[src/rtl/cll_pkg.sv]
// Shared types and constants for the clipped line rasterizer.
// Used by cll_div, cll_walk and clipped_line_rasterizer; depends on nothing.
package cll_pkg;

	localparam int COORD_W = 24;   // input coordinate width
	localparam int DEN_W   = 25;   // major-axis span, unsigned
	localparam int QUO_W   = 17;   // slope magnitude bits, up to 1.0 in Q.16
	localparam int CNT_W   = $clog2(QUO_W);
	localparam int SLOPE_W = QUO_W + 1;
	localparam int OFS_W   = 25;   // offset of the major position from its start
	localparam int ACC_W   = 43;   // slope times offset
	localparam int SLOPE_FRAC = 16;
	localparam int POS_W   = 28;   // pixel position before clipping
	localparam int LIM_W   = 32;   // screen limit in fixed point
	localparam int PIX_W   = 10;
	localparam int RGB_W   = 24;

	localparam int DEF_SCREEN_WIDTH    = 1024;
	localparam int DEF_SCREEN_HEIGHT   = 1024;
	localparam int DEF_COORD_FRAC_BITS = 8;
	localparam logic [RGB_W-1:0] COLOR_RESET = 24'hFFFFFF;

	typedef enum logic [0:0] {
		OP_LOAD = 1'b0,
		OP_STEP = 1'b1
	} op_t;

	typedef struct packed {
		op_t                        opcode;
		logic signed [COORD_W-1:0]  first_x;
		logic signed [COORD_W-1:0]  first_y;
		logic signed [COORD_W-1:0]  second_x;
		logic signed [COORD_W-1:0]  second_y;
	} in_item_t;

	typedef struct packed {
		logic [PIX_W-1:0] pixel_x;
		logic [PIX_W-1:0] pixel_y;
		logic [RGB_W-1:0] pixel_rgb;
		logic             line_done;
	} out_item_t;

	typedef enum logic [2:0] {
		ST_IDLE,
		ST_PREP_A,
		ST_PREP_B,
		ST_DIV_GO,
		ST_DIV_RUN,
		ST_STEP_A,
		ST_STEP_B
	} state_t;

	typedef struct packed {
		logic             start;
		logic [DEN_W-1:0] dividend;
		logic [DEN_W-1:0] divisor;
	} div_req_t;

	typedef struct packed {
		logic             busy;
		logic             done;
		logic [QUO_W-1:0] quotient;
	} div_rsp_t;

	typedef struct packed {
		logic load;
		logic eval;
		logic commit;
	} walk_ctl_t;

	typedef struct packed {
		logic                       major_is_x;
		logic signed [COORD_W-1:0]  major_start;
		logic signed [COORD_W-1:0]  minor_start;
		logic [DEN_W-1:0]           den;
		logic signed [SLOPE_W-1:0]  slope;
	} line_t;

endpackage

[src/rtl/clipped_line_rasterizer.sv]
// Clipped line rasterizer top level: handshakes, sequencer, color register.
// Load item: ready again only after PREP_A, PREP_B, the divider start, the
// divider iterations and the line install; it gives no result.
// Step item: two-stage evaluate/clip walk in STEP_A and STEP_B; the result is
// registered when the output is free. Async reset: no line, color white.
module clipped_line_rasterizer import cll_pkg::*; #(
	parameter int SCREEN_WIDTH    = DEF_SCREEN_WIDTH,
	parameter int SCREEN_HEIGHT   = DEF_SCREEN_HEIGHT,
	parameter int COORD_FRAC_BITS = DEF_COORD_FRAC_BITS
) (
	input  logic             clk,
	input  logic             arst_n,
	input  logic             req_valid,
	output logic             req_ready,
	input  in_item_t         req,
	output logic             rsp_valid,
	input  logic             rsp_ready,
	output out_item_t        rsp,
	input  logic             cfg_we,
	input  logic [RGB_W-1:0] cfg_wdata
);

	state_t state_q, state_d;

	in_item_t                  ld_q;
	logic                      mx_q;
	logic signed [COORD_W-1:0] ld_start_q;
	logic signed [COORD_W-1:0] ld_minor_q;
	logic [DEN_W-1:0]          ld_den_q;
	logic [DEN_W-1:0]          ld_mag_q;
	logic                      ld_neg_q;
	logic [RGB_W-1:0]          color_q;
	logic                      rsp_valid_q;
	out_item_t                 rsp_q;

	div_req_t  div_req;
	div_rsp_t  div_rsp;
	walk_ctl_t walk_ctl;
	line_t     line;
	out_item_t walk_res;

	logic                      accept;
	logic                      out_free;
	logic signed [DEN_W-1:0]   dx, dy;
	logic [DEN_W-1:0]          adx, ady;
	logic signed [COORD_W-1:0] a1, b1, a2, b2;
	logic signed [COORD_W-1:0] as_c, ae_c, bs_c, be_c;
	logic                      keep;
	logic signed [DEN_W-1:0]   db;

	assign req_ready = (state_q == ST_IDLE);
	assign accept    = req_valid && req_ready;
	assign out_free  = !rsp_valid_q || rsp_ready;
	assign rsp_valid = rsp_valid_q;
	assign rsp       = rsp_q;

	// major axis choice
	always_comb begin
		dx  = DEN_W'(ld_q.second_x) - DEN_W'(ld_q.first_x);
		dy  = DEN_W'(ld_q.second_y) - DEN_W'(ld_q.first_y);
		adx = dx[DEN_W-1] ? DEN_W'(-dx) : DEN_W'(dx);
		ady = dy[DEN_W-1] ? DEN_W'(-dy) : DEN_W'(dy);
	end

	// endpoint ordering and spans
	always_comb begin
		a1   = mx_q ? ld_q.first_x  : ld_q.first_y;
		b1   = mx_q ? ld_q.first_y  : ld_q.first_x;
		a2   = mx_q ? ld_q.second_x : ld_q.second_y;
		b2   = mx_q ? ld_q.second_y : ld_q.second_x;
		keep = a1 < a2;
		as_c = keep ? a1 : a2;
		ae_c = keep ? a2 : a1;
		bs_c = keep ? b1 : b2;
		be_c = keep ? b2 : b1;
		db   = DEN_W'(be_c) - DEN_W'(bs_c);
	end

	always_ff @(posedge clk or negedge arst_n) begin
		if (!arst_n) begin
			state_q <= ST_IDLE;
		end else begin
			state_q <= state_d;
		end
	end

	always_comb begin
		state_d          = state_q;
		div_req.start    = 1'b0;
		div_req.dividend = ld_mag_q;
		div_req.divisor  = ld_den_q;
		walk_ctl         = '0;
		unique case (state_q)
			ST_IDLE: begin
				if (accept) begin
					state_d = (req.opcode == OP_LOAD) ? ST_PREP_A : ST_STEP_A;
				end
			end
			ST_PREP_A: state_d = ST_PREP_B;
			ST_PREP_B: state_d = ST_DIV_GO;
			ST_DIV_GO: begin
				div_req.start = 1'b1;
				state_d       = ST_DIV_RUN;
			end
			ST_DIV_RUN: begin
				if (div_rsp.done) begin
					walk_ctl.load = 1'b1;
					state_d       = ST_IDLE;
				end
			end
			ST_STEP_A: begin
				walk_ctl.eval = 1'b1;
				state_d       = ST_STEP_B;
			end
			ST_STEP_B: begin
				// hold until the output register can take the item
				if (out_free) begin
					walk_ctl.commit = 1'b1;
					state_d         = ST_IDLE;
				end
			end
			default: state_d = ST_IDLE;
		endcase
	end

	always_comb begin
		line.major_is_x  = mx_q;
		line.major_start = ld_start_q;
		line.minor_start = ld_minor_q;
		line.den         = ld_den_q;
		line.slope       = ld_neg_q ? -SLOPE_W'(div_rsp.quotient)
		                            : SLOPE_W'(div_rsp.quotient);
	end

	always_ff @(posedge clk) begin
		if (accept) begin
			ld_q <= req;
		end
		if (state_q == ST_PREP_A) begin
			mx_q <= ady < adx;
		end
		if (state_q == ST_PREP_B) begin
			ld_start_q <= as_c;
			ld_minor_q <= bs_c;
			ld_den_q   <= DEN_W'(ae_c) - DEN_W'(as_c);
			ld_neg_q   <= db[DEN_W-1];
			ld_mag_q   <= db[DEN_W-1] ? DEN_W'(-db) : DEN_W'(db);
		end
		if (walk_ctl.commit) begin
			rsp_q <= walk_res;
		end
	end

	always_ff @(posedge clk or negedge arst_n) begin
		if (!arst_n) begin
			rsp_valid_q <= 1'b0;
			color_q     <= COLOR_RESET;
		end else begin
			if (walk_ctl.commit) begin
				rsp_valid_q <= 1'b1;
			end else if (rsp_ready) begin
				rsp_valid_q <= 1'b0;
			end
			if (cfg_we) begin
				color_q <= cfg_wdata;
			end
		end
	end

	cll_div u_div (
		.clk    (clk),
		.arst_n (arst_n),
		.req    (div_req),
		.rsp    (div_rsp)
	);

	cll_walk #(
		.SCREEN_WIDTH    (SCREEN_WIDTH),
		.SCREEN_HEIGHT   (SCREEN_HEIGHT),
		.COORD_FRAC_BITS (COORD_FRAC_BITS)
	) u_walk (
		.clk    (clk),
		.arst_n (arst_n),
		.ctl    (walk_ctl),
		.line   (line),
		.color  (color_q),
		.res    (walk_res)
	);

`ifndef ASSERT_OFF
	a_done_in_wait: assert property (@(posedge clk) disable iff (!arst_n)
		div_rsp.done |-> state_q == ST_DIV_RUN) else $error("divider result unexpected");
	a_commit_shows: assert property (@(posedge clk) disable iff (!arst_n)
		walk_ctl.commit |=> rsp_valid_q) else $error("step result lost");
	a_done_zero: assert property (@(posedge clk) disable iff (!arst_n)
		rsp_valid_q && rsp_q.line_done |-> rsp_q.pixel_x == '0 && rsp_q.pixel_y == '0
		&& rsp_q.pixel_rgb == '0) else $error("done item carries pixel data");
`endif

endmodule

[src/rtl/cll_div.sv]
// Serial restoring divider: one quotient bit per cycle, Q.16 slope magnitude.
// Depends on cll_pkg. Expects dividend <= divisor; a zero divisor gives zero.
module cll_div import cll_pkg::*; (
	input  logic     clk,
	input  logic     arst_n,
	input  div_req_t req,
	output div_rsp_t rsp
);

	logic [DEN_W:0]   rem_q;
	logic [DEN_W-1:0] den_q;
	logic [QUO_W-1:0] quo_q;
	logic [CNT_W-1:0] cnt_q;
	logic             busy_q;
	logic             done_q;
	logic             zero_q;

	logic [DEN_W+1:0] trial;
	logic             qbit;
	logic [DEN_W:0]   rem_next;

	always_comb begin
		trial    = {1'b0, rem_q} - {2'b00, den_q};
		qbit     = ~trial[DEN_W+1];
		rem_next = qbit ? trial[DEN_W:0] : rem_q;
	end

	always_ff @(posedge clk or negedge arst_n) begin
		if (!arst_n) begin
			busy_q <= 1'b0;
			done_q <= 1'b0;
			cnt_q  <= '0;
		end else begin
			done_q <= 1'b0;
			if (req.start) begin
				busy_q <= 1'b1;
				cnt_q  <= CNT_W'(QUO_W - 1);
			end else if (busy_q) begin
				cnt_q <= cnt_q - 1'b1;
				if (cnt_q == '0) begin
					busy_q <= 1'b0;
					done_q <= 1'b1;
				end
			end
		end
	end

	always_ff @(posedge clk) begin
		if (req.start) begin
			rem_q  <= {1'b0, req.dividend};
			den_q  <= req.divisor;
			quo_q  <= '0;
			zero_q <= (req.divisor == '0);
		end else if (busy_q) begin
			// remainder stays below the divisor, so the top bit never drops out
			rem_q <= {rem_next[DEN_W-1:0], 1'b0};
			quo_q <= {quo_q[QUO_W-2:0], qbit};
		end
	end

	assign rsp.busy     = busy_q;
	assign rsp.done     = done_q;
	assign rsp.quotient = zero_q ? '0 : quo_q;

`ifndef ASSERT_OFF
	a_start_idle: assert property (@(posedge clk) disable iff (!arst_n)
		req.start |-> !busy_q) else $error("divider started while busy");
	a_done_pulse: assert property (@(posedge clk) disable iff (!arst_n)
		done_q |=> !done_q) else $error("divider done held");
	a_not_both: assert property (@(posedge clk) disable iff (!arst_n)
		!(busy_q && done_q)) else $error("divider busy and done together");
`endif

endmodule

[src/rtl/cll_walk.sv]
// Line walker: holds the loaded line, evaluates the next point, clips it.
// Depends on cll_pkg. Minor offset is an accumulator of slope per major step.
module cll_walk import cll_pkg::*; #(
	parameter int SCREEN_WIDTH    = DEF_SCREEN_WIDTH,
	parameter int SCREEN_HEIGHT   = DEF_SCREEN_HEIGHT,
	parameter int COORD_FRAC_BITS = DEF_COORD_FRAC_BITS
) (
	input  logic             clk,
	input  logic             arst_n,
	input  walk_ctl_t        ctl,
	input  line_t            line,
	input  logic [RGB_W-1:0] color,
	output out_item_t        res
);

	localparam logic signed [LIM_W-1:0] W_LIM = LIM_W'(SCREEN_WIDTH) <<< COORD_FRAC_BITS;
	localparam logic signed [LIM_W-1:0] H_LIM = LIM_W'(SCREEN_HEIGHT) <<< COORD_FRAC_BITS;
	localparam logic [OFS_W-1:0]        ONE   = OFS_W'(1) << COORD_FRAC_BITS;

	logic                      active_q;
	logic                      mx_q;
	logic signed [COORD_W-1:0] start_q;
	logic signed [COORD_W-1:0] minor_q;
	logic [DEN_W-1:0]          den_q;
	logic signed [SLOPE_W-1:0] slope_q;
	logic [OFS_W-1:0]          ofs_q;
	logic signed [ACC_W-1:0]   acc_q;

	logic                      run_s1;
	logic signed [POS_W-1:0]   px_s1;
	logic signed [POS_W-1:0]   py_s1;

	logic signed [POS_W-1:0]   major_pos;
	logic signed [POS_W-1:0]   minor_pos;
	logic signed [LIM_W-1:0]   px_w;
	logic signed [LIM_W-1:0]   py_w;
	logic                      in_screen;
	logic                      emit;
	logic signed [ACC_W-1:0]   acc_inc;

	always_comb begin
		major_pos = POS_W'(start_q) + POS_W'(signed'({1'b0, ofs_q}));
		minor_pos = POS_W'(minor_q) + POS_W'(signed'(acc_q[ACC_W-1:SLOPE_FRAC]));
		acc_inc   = ACC_W'(slope_q) <<< COORD_FRAC_BITS;
	end

	// first half of a step: position and end test
	always_ff @(posedge clk) begin
		if (ctl.eval) begin
			run_s1 <= active_q && (ofs_q < den_q);
			px_s1  <= mx_q ? major_pos : minor_pos;
			py_s1  <= mx_q ? minor_pos : major_pos;
		end
	end

	// second half: clip against the open screen rectangle
	always_comb begin
		px_w      = LIM_W'(px_s1);
		py_w      = LIM_W'(py_s1);
		in_screen = (px_w > 0) && (py_w > 0) && (px_w < W_LIM) && (py_w < H_LIM);
		emit      = run_s1 && in_screen;
		if (emit) begin
			res.pixel_x   = px_s1[COORD_FRAC_BITS +: PIX_W];
			res.pixel_y   = py_s1[COORD_FRAC_BITS +: PIX_W];
			res.pixel_rgb = color;
			res.line_done = 1'b0;
		end else begin
			res.pixel_x   = '0;
			res.pixel_y   = '0;
			res.pixel_rgb = '0;
			res.line_done = 1'b1;
		end
	end

	always_ff @(posedge clk or negedge arst_n) begin
		if (!arst_n) begin
			active_q <= 1'b0;
		end else if (ctl.load) begin
			active_q <= 1'b1;
		end else if (ctl.commit && !emit) begin
			active_q <= 1'b0;
		end
	end

	always_ff @(posedge clk) begin
		if (ctl.load) begin
			mx_q    <= line.major_is_x;
			start_q <= line.major_start;
			minor_q <= line.minor_start;
			den_q   <= line.den;
			slope_q <= line.slope;
			ofs_q   <= '0;
			acc_q   <= '0;
		end else if (ctl.commit && emit) begin
			// advance one whole pixel along the major axis
			ofs_q <= ofs_q + ONE;
			acc_q <= acc_q + acc_inc;
		end
	end

`ifndef ASSERT_OFF
	a_ctl_onehot: assert property (@(posedge clk) disable iff (!arst_n)
		$onehot0(ctl)) else $error("walker controls overlap");
	a_load_clears: assert property (@(posedge clk) disable iff (!arst_n)
		ctl.load |=> active_q && ofs_q == '0) else $error("load did not restart line");
	a_no_emit_idle: assert property (@(posedge clk) disable iff (!arst_n)
		ctl.commit && !$past(active_q) |-> res.line_done)
		else $error("pixel emitted without a line");
`endif

endmodule
[config.mk]
export PLATFORM = sky130hd
export DESIGN_NAME = clipped_line_rasterizer
export DESIGN_NICKNAME = d
export VERILOG_FILES = /design/src/rtl/cll_pkg.sv /design/src/rtl/clipped_line_rasterizer.sv /design/src/rtl/cll_div.sv /design/src/rtl/cll_walk.sv
export SDC_FILE = /design/constraint.sdc
export NUM_CORES = 1
export LEC_CHECK = 0
export ABC_CLOCK_PERIOD_IN_PS = 9900
export BUFFER_PORTS_ARGS = -buffer_cell sky130_fd_sc_hd__buf_2
export CAP_MARGIN = 0
export CORE_UTILIZATION = 35
export DETAILED_ROUTE_END_ITERATION = 10
export MAX_ROUTING_LAYER = met4
export PLACE_DENSITY = 0.53
export REMOVE_ABC_BUFFERS = 1
export SYNTH_ARGS = -nofsm -noshare
export SYNTH_HDL_FRONTEND = slang
export SYNTH_SLANG_ARGS = --single-unit
[constraint.sdc]
create_clock -name clk -period 9.9 [get_ports clk]
set_input_delay 0.495 -clock clk [delete_from_list [all_inputs] [get_ports clk]]
set_output_delay 0.495 -clock clk [all_outputs]
set_load 0.01 [all_outputs]
* After elaboration in Yosys (flattened, before gate mapping)
Index checks and enable logic that the tools add are counted.
** Cells by class
- Add/sub/neg operators :: 14
- Magnitude comparators :: 7
- Equal/unequal tests :: 9
- Multiplexer cells :: 42
- Bitwise logic cells :: 1
- Reduce and logical (&&, ||, !) cells :: 18
** Operator list (number)
- 24-bit 2-to-1 mux :: 9
- 25-bit 2-to-1 mux :: 5
- 24-bit by 24-bit subtractor with 25-bit output :: 4
- 25-bit negation :: 3
- 28-bit by 1-bit > comparator with 1-bit output (second input constant) :: 2
- 28-bit by 20-bit less-than comparator with 1-bit output (second input constant) :: 2
- 28-bit 2-to-1 mux :: 2
- 25-bit less-than comparator :: 2
- 43-bit by 26-bit adder with 43-bit output :: 1
- 17-bit 2-to-1 mux :: 2
- 24-bit by 27-bit adder with 28-bit output :: 1
- 24-bit by 26-bit adder with 27-bit output :: 1
- 26-bit by 25-bit subtractor with 27-bit output :: 1
- 25-bit by 9-bit adder with 25-bit output (second input constant) :: 1
- 25-bit logical NOT :: 1
- 24-bit less-than comparator :: 1
- 3-bit case mux with 7 select lines :: 1
- 17-bit negation with 18-bit output :: 1
- 1-bit 2-to-1 mux :: 17
- 3-bit 2-to-1 mux :: 4
- 5-bit 2-to-1 mux :: 2
- 3-bit equality test (second input constant) :: 3
- 1-bit logical AND :: 8
- 3-bit by 2-bit equality test with 1-bit output (second input constant) :: 2
- other kinds (11) :: 15
** Storage, ports and cells
- Bits in registers :: 563
- Output and inout bits :: 47
- Word-level logic and storage cells :: 129

* Logic depth before layout (Yosys ltp)
Gate-level depths: netlist of run 1.
- Word-level depth :: 9
- Depth in mapped cells :: 34
- Depth with buffers taken out :: 28

* Hierarchy
From an unflattened synthesis of run 1, not the netlist that was laid out.
** Unflattened totals
- Cell total of the unflattened synthesis :: 3379
- Area, all modules :: 35126.2 µm²
** Modules (own cells, without submodules)
- clipped_line_rasterizer :: instances 1, cells each 1719, area an instance 18537.8 µm², seq. area each 7967.6 µm²
- cll_walk :: instances 1, cells each 1183, area an instance 11937.7 µm², seq. area each 5540.3 µm²
- cll_div :: instances 1, cells each 477, area an instance 4650.7 µm², seq. area each 2067.0 µm²

* Worst setup path after synthesis of run 1
No wires, ideal clock.
- Kind :: register -> register
- Start point :: reg state_q[1]
- End point :: reg ld_den_q[0] (enable)
- Library setup time :: 0.698 ns
- Arrival :: 7.804 ns
- Slack :: 1.398 ns
- Stages on the path, launching flop included :: 3
- Period minus slack after synthesis :: 8.502 ns
- Path through :: dfrtp_1 > clkbuf_1 > nor3b_1
** On the way
- Longest elaborated chain between the ends :: 1
** RTL lines
- start: declaration :: line clipped_line_rasterizer.sv:23 : state_t state_q, state_d;
- start signal: assignment :: line clipped_line_rasterizer.sv:83 : state_q <= state_d;
- 3-bit by 2-bit equality test with 1-bit output :: line clipped_line_rasterizer.sv:142 : if (state_q == ST_PREP_B) begin
- end signal: assignment :: line clipped_line_rasterizer.sv:145 : ld_den_q <= DEN_W'(ae_c) - DEN_W'(as_c);
- end: declaration :: line clipped_line_rasterizer.sv:29 : logic [DEN_W-1:0] ld_den_q;
Every way passes these cells.
A chain may end at the register's enable or synchronous reset.

* Final worst setup path of run 1
- Start point :: reg mx_q
- End point :: reg ld_mag_q[21] (data pin)
** On the way
- Longest elaborated chain between the ends :: 6
- Elaborated cells between the ends (all ways) :: 10
** RTL lines
- start: declaration :: line clipped_line_rasterizer.sv:26 : logic mx_q;
- start signal: assignment :: line clipped_line_rasterizer.sv:140 : mx_q <= ady < adx;
- 24-bit 2-to-1 mux, on equally long branches :: line clipped_line_rasterizer.sv:67, clipped_line_rasterizer.sv:69
- 24-bit less-than comparator :: line clipped_line_rasterizer.sv:71 : keep = a1 < a2;
- 24-bit 2-to-1 mux, on equally long branches :: line clipped_line_rasterizer.sv:75, clipped_line_rasterizer.sv:74
- 24-bit by 24-bit subtractor with 25-bit output * :: line clipped_line_rasterizer.sv:76 : db = DEN_W'(be_c) - DEN_W'(bs_c);
- 25-bit negation :: line clipped_line_rasterizer.sv:147 : ld_mag_q <= db[DEN_W-1] ? DEN_W'(-db) : DEN_W'(db);
- 24-bit 2-to-1 mux * :: line clipped_line_rasterizer.sv:147
- end signal: assignment :: line clipped_line_rasterizer.sv:147
- end: declaration :: line clipped_line_rasterizer.sv:30 : logic [DEN_W-1:0] ld_mag_q;
Mark *: on every way between the ends. The rest lies on a longest branch, timed or not.

==> results of run 1 <==
flip-flops by register name (all words and copies together) (netlist names), 25 cells and up:
register      cells
ld_den_q         25
rsp              45
u_walk.den_q     25
u_div.rem_q      26
u_walk.px_s1     28
ld_mag_q         25
u_walk.acc_q     35
u_div.den_q      25
u_walk.py_s1     28
ld_q             96
worst max-delay path: cells and delay by family, from the launching register on:
| family | cells | cell delay [ns] |
|---|---|---|
| XOR/XNOR | 2 | 0.46 |
| buffers and inverters | 5 | 0.96 |
| multiplexers | 2 | 0.95 |
| AO/OA/AOI/OAI | 11 | 2.53 |
| adder cells (fa/ha/maj) | 3 | 0.87 |
| flip-flops | 1 | 0.75 |
| AND/OR/NAND/NOR | 3 | 1.27 |
stage by stage:
step	hold WS, ns	worst slack [ns]
floorplan	0.1994	-0.7934
global placement	0.4012	1.886
detailed placement	0.4045	1.771
CTS	0.000003553	1.743
global route	0.007252	0.9473
finish	0.04369	1.764
layout make-up:
class,instances,area share
well taps,1276,0.04108
inverters,253,0.02450
clock inverters,41,0.01355
multi-input cells,2385,0.4435
clock buffers,86,0.04709
repair buffers,206,0.02955
flip-flops and latches,547,0.4007
per-layer routing:
layer	share of wire	vias to the layer above	GRT usage	wire [um]
li1	-	12346	-	-
met5	0	-	-	0
met3	0.037	118	0.02569	3161
met2	0.46	461	0.2880	40020
met1	0.47	11467	0.2328	40580
met4	0.028	0	0.05466	2452
power by group:
group          internal [mW]  switching [mW]  total, mW
Combinational           2.72            3.90       6.62
Clock                   1.53            1.07       2.60
Sequential              3.36           0.333       3.69
layout by cell type, fill, tap and decap left out, types with 63 or more instances in the layout:
cell type and n:
nor2_1 222, edfxtp_1 441, o21ai_0 159, nand2_1 309, xor2_1 85, a21oi_1 267, a21o_1 70, ha_1 249
buf_2 172, nand3_1 63, inv_1 250, clkbuf_16 69, xnor2_1 161, mux2_2 64, dfxtp_1 70
repair_timing:
action                    in CTS  in global routing
resized for setup              0                  0
hold buffers                   8                  0
hold endpoints to repair      19                  0
cell usage after synthesis, drive strengths merged, types with 35 or more instances:
cell type,instances
edfxtp,441
nand2,310
a21oi,271
inv,253
ha,249
nor2,223
o21ai,170
xnor2,161
xor2,85
clkbuf,71
a21o,70
dfxtp,70
and2,64
mux2,64
nand3,63
mux2i,54
o21a,49
mux4,48
nor3,39
nand2b,38
o21bai,38
and3,35
worst paths after layout:
check | from | end | cells after the start | slack (ns)
min in group asynchronous | arst_n | rsp_valid$_DFFE_PN0P_ | 2 | 0.51
max in group asynchronous | arst_n | u_div.cnt_q[1]$_DFFE_PN0P_ | 2 | 8.84
hold reg to reg | ld_start_q[21]$_DFFE_PP_ | u_walk.start_q[21]$_DFFE_PP_ | 0 | 0.42
setup / recovery | mx_q$_DFFE_PP_ | ld_mag_q[21]$_DFFE_PP_ | 26 | 1.76
hold / removal | req[23] | ld_q[23]$_DFFE_PP_ | 1 | 0.04
setup reg to reg | mx_q$_DFFE_PP_ | ld_mag_q[21]$_DFFE_PP_ | 26 | 1.76
logic make-up (layout without fill, tap and decap cells):
| group | after synthesis | after routing | share of synthesized area |
|---|---|---|---|
| DFF | 547 | 547 | 0.4564 |
| adders and majority gates | 256 | 256 | 0.09540 |
| AOI/OAI and AO/OA | 790 | 790 | 0.1467 |
| buffers and inverters | 353 | 586 | 0.03963 |
| xor gates and xnor gates | 246 | 246 | 0.06313 |
| and+or+nand+nor | 927 | 927 | 0.1301 |
| muxes | 166 | 166 | 0.06863 |
==> impl_metrics.tcl, run 1 <==
set metrics [dict create \
    status "complete, but fails checks" \
    violations "design-rule violations" \
    ir_worst_vdd_v 0.0002275 \
    routabilityCongestion 0.8810 \
    htreeDepth 3 \
    fin_nets 3844 \
    dieArea_mm2 0.09876 \
    seq_area_mm2 0.01557 \
    tns_ns 0 \
    numCtsBuffers 69 \
    hold_violations 0 \
    clk_pin_slew_ns 0.06 \
    arrival_ns 8.52 \
    post_cts_buffers 0 \
    maxCapViolCount 0 \
    grt_pass1_wl_mm 133.3 \
    nFillCells 9380 \
    final_area_mm2 0.03887 \
    cts.path.max_buffers 3 \
    rows 114 \
    synth_seq_area_share 0.4564 \
    slowest_delay_ns 0.75 \
    die_x_um 314.3 \
    track_usage 0.1791 \
    synth_edf_count 441 \
    cts_tree "yes" \
    core_mm2 0.09657 \
    vias 24392 \
    final_core_util 0.4025 \
    grt_overflow 0 \
    rsz0062_at_grt "false" \
    wl_per_cell_um 17.98 \
    antenna_cells 0 \
    crit_slowest_cell "edfxtp_1" \
    holdCritPathClass "in -> reg" \
    relSlewSlack 0.2642 \
    synth.distinct_cells 89 \
    start_kind "flip-flop" \
    grt_max_degree 106 \
    drive_above_1_share 0.1404 \
    ios 173 \
    yosysWarnings 0 \
    cp_max_fo 105 \
    multi_input_area_mm2 0.01724 \
    port_buffers 172 \
    vias_per_cell 5.088 \
    synth-seq-cells 547 \
    worst-setup-path-type "reg -> reg" \
    min_period_ns 8.136 \
    setup_viol 0 \
    drt_first_pass_iters 8 \
    drv_slew 0 \
    die_y_um 314.3 \
    start_util 0.3534 \
    clock-sinks 547 \
    stdcell_count 4794 \
    grt_pass1_vias 23905 \
    cp-end-kind "flip-flop" \
    p_total_mw 12.91 \
    insertion_delay_ns 0.65 \
    finalWirelength_mm 86.21 \
    drt_iter0_markers 1418 \
    syn_inst 3285 \
    ant_nets 0 \
    synth-async-reset-ratio 0.06581 \
    syn_area_mm2 0.03413 \
    drcViolationCount 1 \
    worst_pin_slew_ns 1.076 \
    yosys.area.top_type_share 0.3880 \
    powerDensity_mw_per_mm2 332.1 \
    skew_ns 0.04908 \
    synth.largest_area_cell "edfxtp_1" \
    placed_cells 4659 \
    fin_crit_sh 0.8219 \
    clockRootBuffer "clkbuf_16" \
    antenna_found_initial 4 \
    place_area_mm2 0.03643 \
    leakage_nw 15.71 \
    dp_hpwl_mm 66.07 \
    syn_avg_cell_area_um2 10.39 \
    cp.required_ns 10.29 \
    ys.flop_type "edfxtp_1" \
    clock.fmax_ghz 0.1229 \
    area_delta_synth_final_pct 13.90 \
    ys_top_cells_by_area "edfxtp_1 (39%), ha_1 (9.1%), xnor2_1 (4.1%), dfxtp_1 (4.1%), a21oi_1 (3.9%)" \
]
No activity file was read; power rests on OpenSTA's default activity.
==> inputs of run 2 (changes only) <==
--- a/config.mk
+++ b/config.mk
@@ -5,13 +5,13 @@
 export SDC_FILE = /design/constraint.sdc
 export NUM_CORES = 1
 export LEC_CHECK = 0
-export ABC_CLOCK_PERIOD_IN_PS = 9900
+export ABC_CLOCK_PERIOD_IN_PS = 6800
 export BUFFER_PORTS_ARGS = -buffer_cell sky130_fd_sc_hd__buf_2
 export CAP_MARGIN = 0
 export CORE_UTILIZATION = 35
 export DETAILED_ROUTE_END_ITERATION = 10
 export MAX_ROUTING_LAYER = met4
-export PLACE_DENSITY = 0.53
+export PLACE_DENSITY = 0.55
 export REMOVE_ABC_BUFFERS = 1
 export SYNTH_ARGS = -nofsm -noshare
 export SYNTH_HDL_FRONTEND = slang
==> constraint.sdc (replaced) <==
create_clock -name clk -period 6.8 [get_ports clk]
set_input_delay 0.34 -clock clk [delete_from_list [all_inputs] [get_ports clk]]
set_output_delay 0.34 -clock clk [all_outputs]
set_load 0.01 [all_outputs]
==> impl_metrics.tcl, run 2 (synthesis results as in run 1) <==
set metrics [dict create \
    cp_max_fo 7 \
    grt_pass1_vias 25346 \
    cts_tree "yes" \
    dieArea_mm2 0.09876 \
    cts.path.max_buffers 3 \
    vias 25663 \
    dp_hpwl_mm 68.72 \
    slowest_delay_ns 0.51 \
    antenna_cells 0 \
    final_common_cell "edfxtp_1" \
    ir_worst_vdd_v 0.0003003 \
    cpMostUsedCell "buf_4" \
    die_x_um 314.3 \
    area_delta_synth_final_pct 21.90 \
    setup_viol 0 \
    reg2reg_from "mx_q$_DFFE_PP_" \
    antenna_found_initial 3 \
    endpoint "ld_mag_q[23]$_DFFE_PP_" \
    place_ws_ns -0.08858 \
    final_area_mm2 0.04160 \
    track_usage 0.1859 \
    crit_buf_inv 10 \
    ant_nets 0 \
    worst_r2r_path_depth 33 \
    mostFrequentLayoutCells "edfxtp_1 (441), nand2_1 (309), a21oi_1 (264), inv_1 (245), ha_1 (243)" \
    finalWirelength_mm 89.64 \
    place_area_mm2 0.03773 \
    core_mm2 0.09657 \
    drive_above_1_share 0.1849 \
    status "complete, no violations" \
    busiest_layer "met2" \
    die_y_um 314.3 \
    port_buffers 172 \
    ios 173 \
    drt_iter0_markers 1651 \
    crit_start "mx_q$_DFFE_PP_" \
    worst-path-stages 33 \
    clock-sinks 547 \
    wl_per_cell_um 17.60 \
    arrival_ns 6.85 \
    start_util 0.3534 \
    fin_nets 4147 \
    drcViolationCount 0 \
    min_period_ns 6.498 \
    rows 114 \
    hold_violations 0 \
    drv_slew 0 \
    relSlewSlack 0.3676 \
    hold_depth 5 \
    drt_first_pass_iters 5 \
    cp-end-kind "flip-flop" \
    htreeDepth 3 \
    routabilityCongestion 0.8778 \
    largest_reg_flops 96 \
    regMostFlops "ld_q" \
    start_kind "flip-flop" \
    r2r_end "ld_mag_q[23]$_DFFE_PP_" \
    clock.fmax_ghz 0.1539 \
    grt_overflow 0 \
    use_met1 0.2383 \
    worst_pin_slew_ns 0.9364 \
    worst-setup-path-type "reg -> reg" \
    powerDensity_mw_per_mm2 483.7 \
    insertion_delay_ns 0.63 \
    final_core_util 0.4308 \
    grtUsageMet3 0.02484 \
    met2_usage 0.3027 \
    critical-path-top-delay-family "compound AO/OA/AOI/OAI gates" \
    crit_slowest_cell "edfxtp_1" \
    grt_pass1_wl_mm 139.2 \
    vias_per_cell 5.038 \
    maxCapViolCount 0 \
    clk_pin_slew_ns 0.06 \
    numCtsBuffers 67 \
    fin_crit_sh 0.9556 \
    clockRootBuffer "clkbuf_16" \
    rrSetupSlack_ns 0.30 \
    leakage_nw 17.09 \
    grt_max_degree 71 \
    cp.required_ns 7.15 \
    holdCritPathClass "in -> reg" \
    skew_ns 0.02942 \
    finalWorstSetupSlack_ns 0.3019 \
]
[run 2: cell count changes in the layout (fill, tap and decap cells not counted), moves of 6 or more]
| cell | change |
|---|---|
| buf_4 | +178 |
| buf_6 | +7 |
| o21ai_0 | -7 |
| ha_1 | -6 |
| dlygate4sd3_1 | +115 |
[run 2: worst min path at each step]
stage | from | endpoint | slack, ns
2_1_floorplan | arst_n | rsp_valid$_DFFE_PN0P_ | 0.04
3_3_place_gp | ld_start_q[8]$_DFFE_PP_ | u_walk.start_q[8]$_DFFE_PP_ | 0.40
3_5_place_dp | ld_start_q[14]$_DFFE_PP_ | u_walk.start_q[14]$_DFFE_PP_ | 0.40
4_1_cts | req[96] | state_q[2]$_DFFE_PN0P_ | 0.13
5_1_grt | req[96] | state_q[2]$_DFFE_PN0P_ | 0.20
6_report | req[96] | state_q[2]$_DFFE_PN0P_ | 0.16
[run 2: worst min-delay path, delay by kind of cell]
kind	cells	cell delay, ns
AND/OR/NAND/NOR	1	0.05
buffers and inverters	1	0.10
AO/OA/AOI/OAI	3	0.26
[run 2: final cells by class]
| type | count | area (um2) |
|---|---|---|
| Timing Repair Buffer | 511 | 3825 |
| Fill cell | 9203 | 54970 |
| Inverter | 253 | 955.9 |
| Clock inverter | 40 | 432.9 |
| Sequential cell | 547 | 15570 |
| Multi-Input combinational cell | 2385 | 17430 |
| Clock buffer | 82 | 1785 |
| Tap cell | 1276 | 1597 |
[run 2: what timing repair did]
item                                    4_1_cts  5_1_grt
buffers inserted                              2       13
cloned                                        0        3
pin swaps                                     2       17
hold buffers                                123        0
endpoints found under the setup margin        4       19
hold endpoints to repair                    134        0
resized for setup                             3       56
[run 2: per-stage QoR]
step | total power, mW | instances | hold WS (ns) | setup TNS (ns)
final | 20.12 | 5094 | 0.1638 | 0
after CTS | 19.86 | 5078 | 0.1344 | 0
after floorplan | 12.61 | 3185 | 0.04441 | -288.42
after global placement | 15.96 | 4831 | 0.4035 | -0.04258
after detailed placement | 16.06 | 4831 | 0.4045 | -0.1996
after global routing | 21.63 | 5094 | 0.2034 | -0.1896
[run 2: power breakdown]
group / total [mW] / switching, mW / internal (mW) / leakage [nW]
clock: 3.61 / 1.46 / 2.15 / 1.08
sequential: 5.34 / 0.450 / 4.89 / 5.01
combinational: 11.2 / 6.11 / 5.07 / 11.0
total: 20.1 / 8.01 / 12.1 / 17.1
[run 2: layer usage]
layer | part of all wire | wire, um
met5 | 0 | 0
met4 | 0.032 | 2900
met3 | 0.035 | 3109
met2 | 0.47 | 42170
met1 | 0.46 | 41460
==> inputs of run 3 (changes only) <==
--- a/config.mk
+++ b/config.mk
@@ -8,10 +8,10 @@
 export ABC_CLOCK_PERIOD_IN_PS = 6800
 export BUFFER_PORTS_ARGS = -buffer_cell sky130_fd_sc_hd__buf_2
 export CAP_MARGIN = 0
-export CORE_UTILIZATION = 35
+export CORE_UTILIZATION = 50
 export DETAILED_ROUTE_END_ITERATION = 10
 export MAX_ROUTING_LAYER = met4
-export PLACE_DENSITY = 0.55
+export PLACE_DENSITY = 0.73
 export REMOVE_ABC_BUFFERS = 1
 export SYNTH_ARGS = -nofsm -noshare
 export SYNTH_HDL_FRONTEND = slang
==> impl_metrics.tcl, run 3 (synthesis results as in run 1) <==
set metrics [dict create \
    cp_max_fo 5 \
    worst-setup-path-type "reg -> reg" \
    tns_ns 0 \
    arrival_ns 7.03 \
    antenna_cells 0 \
    vias_per_cell 5.579 \
    relSlewSlack 0.2391 \
    final_common_cell "edfxtp_1" \
    p_sw_frac 0.4028 \
    powerDensity_mw_per_mm2 482.4 \
    antenna_found_initial 1 \
    stdcell_count 4605 \
    worst_hold_slack_ns 0.1377 \
    finalWirelength_mm 82.59 \
    clock.fmax_ghz 0.1502 \
    drive_above_1_share 0.1680 \
    dieArea_mm2 0.06930 \
    hold_depth 5 \
    clockRootBuffer "clkbuf_16" \
    worst_r2r_path_depth 29 \
    crit_start "mx_q$_DFFE_PP_" \
    min_period_ns 6.657 \
    hold_start "req[96]" \
    worst_pin_slew_ns 1.139 \
    drv_slew 0 \
    cp.required_ns 7.17 \
    core_mm2 0.06740 \
    insertion_delay_ns 0.63 \
    die_y_um 263.3 \
    skew_ns 0.01352 \
    status "complete, no violations" \
    maxCapViolCount 0 \
    cts_tree "yes" \
    start_kind "flip-flop" \
    die_x_um 263.3 \
    seqPwrFrac 0.275 \
    wl_per_cell_um 17.94 \
    hold_violations 0 \
    fin_nets 4064 \
    grt_overflow 0 \
    grt_pass1_vias 25327 \
    drt_first_pass_iters 7 \
    vias 25691 \
    area_delta_synth_final_pct 18.01 \
    fin_crit_sh 0.9790 \
    place_ws_ns -0.2182 \
    start_util 0.5064 \
    clock-sinks 547 \
    grt_pass1_wl_mm 130.4 \
    clk_pin_slew_ns 0.06 \
    regMostFlops "ld_q" \
    placed_cells 4357 \
    rrSetupSlack_ns 0.14 \
    rows 95 \
    holdCritPathClass "in -> reg" \
    drt_iter0_markers 1650 \
    power.internal_mw 11.60 \
    cp-end-kind "flip-flop" \
    track_usage 0.2422 \
    drcViolationCount 0 \
    setup_viol 0 \
    numCtsBuffers 58 \
    slowest_delay_ns 0.50 \
    ios 173 \
    p_total_mw 19.43 \
    ant_nets 0 \
    largest_reg_flops 96 \
    r2r_end "ld_mag_q[23]$_DFFE_PP_" \
    p_comb_frac 0.560 \
    grt_max_degree 83 \
    finalWorstSetupSlack_ns 0.1427 \
    port_buffers 172 \
    leakage_nw 16.63 \
    dp_hpwl_mm 60.57 \
    htreeDepth 2 \
    cpMostUsedCell "buf_4" \
    cts.path.max_buffers 3 \
    min_to "state_q[2]$_DFFE_PN0P_" \
    routabilityCongestion 0.9186 \
    crit_slowest_cell "mux4_2" \
    reg2reg_from "mx_q$_DFFE_PP_" \
    mostFrequentLayoutCells "edfxtp_1 (441), nand2_1 (309), a21oi_1 (262), inv_1 (249), ha_1 (244)" \
    ir_worst_vdd_v 0.0003977 \
    clockPowerShare 0.165 \
    switchingPower_mw 7.827 \
]
## run 3: cell count changes in the layout (fill, tap and decap cells not counted), moves of 3 or more
cell,before,now
clkbuf_16,72,61
clkbuf_1,12,5
clkinv_2,12,15
clkbuf_8,1,4
inv_1,245,249
o21ai_0,152,155
clkinv_8,4,0
inv_2,6,3
buf_4,203,131
o21ai_1,16,11
## run 3: per-stage QoR
stage / cell area [um2] / util
3_3_place_gp: 36720 / 0.5449
6_report: 40270 / 0.5975
2_1_floorplan: 33720 / -
5_1_grt: 40270 / 0.5975
4_1_cts: 39950 / 0.5928
3_5_place_dp: 36720 / 0.5449
## run 3: what timing repair did
| item | in CTS | in global routing |
|---|---|---|
| resized for setup | 4 | 41 |
| buffers inserted | 3 | 10 |
| setup endpoints to repair | 5 | 11 |
| hold endpoints to repair | 134 | 0 |
| pin swaps | 2 | 16 |
| hold buffers | 123 | 0 |
| gates cloned | 0 | 2 |
## run 3: worst max-delay path by stage
| stage | endpoint | slack [ns] | depth (start not counted) |
|---|---|---|---|
| finish | ld_mag_q[23]$_DFFE_PP_ | 0.14 | 29 |
| global route | ld_mag_q[18]$_DFFE_PP_ | -0.11 | 29 |
| CTS | ld_mag_q[23]$_DFFE_PP_ | 0.07 | 29 |
| detailed placement | ld_mag_q[23]$_DFFE_PP_ | -0.22 | 27 |
| global placement | ld_mag_q[23]$_DFFE_PP_ | -0.1 | 27 |
| floorplan | ld_mag_q[23]$_DFFE_PP_ | -3.89 | 23 |
## run 3: per-layer routing
metal / wire, um / vias up / track usage
li1: - / 12771 / -
met3: 3487 / 146 / 0.02423
met4: 2445 / 0 / 0.07571
met5: 0 / - / -
met2: 40910 / 604 / 0.4153
met1: 35750 / 12170 / 0.3015
## run 3: power by group through the flow
| stage | sequential [mW] | combinational, mW | clock [mW] |
|---|---|---|---|
| 2_1_floorplan | 5.34 | 7.27 | 0 |
| 3_3_place_gp | 5.37 | 10.1 | 0 |
| 3_5_place_dp | 5.39 | 10.3 | 0 |
| 4_1_cts | 5.33 | 10.5 | 3.28 |
| 5_1_grt | 5.40 | 12.0 | 3.41 |
| 6_report | 5.33 | 10.9 | 3.21 |
## run 3: area by class of cell
| cell class | count | area [um2] |
|---|---|---|
| clock inverters | 42 | 412.9 |
| inverters | 253 | 952.2 |
| clock buffers | 68 | 1550 |
| multi-input cells | 2385 | 17430 |
| fillers | 5396 | 27120 |
| flip-flops and latches | 547 | 15570 |
| repair buffers | 437 | 3262 |
| well taps | 873 | 1092 |
## run 3: critical path: cells and delay by family (launching register included)
family,cells,cell delay (ns)
AOI/OAI and AO/OA,14,2.76
buffers and inverters,8,1.25
muxes,2,0.85
adders and majority gates,2,0.58
DFF,1,0.44
xor gates and xnor gates,2,0.43
and+or+nand+nor,1,0.10
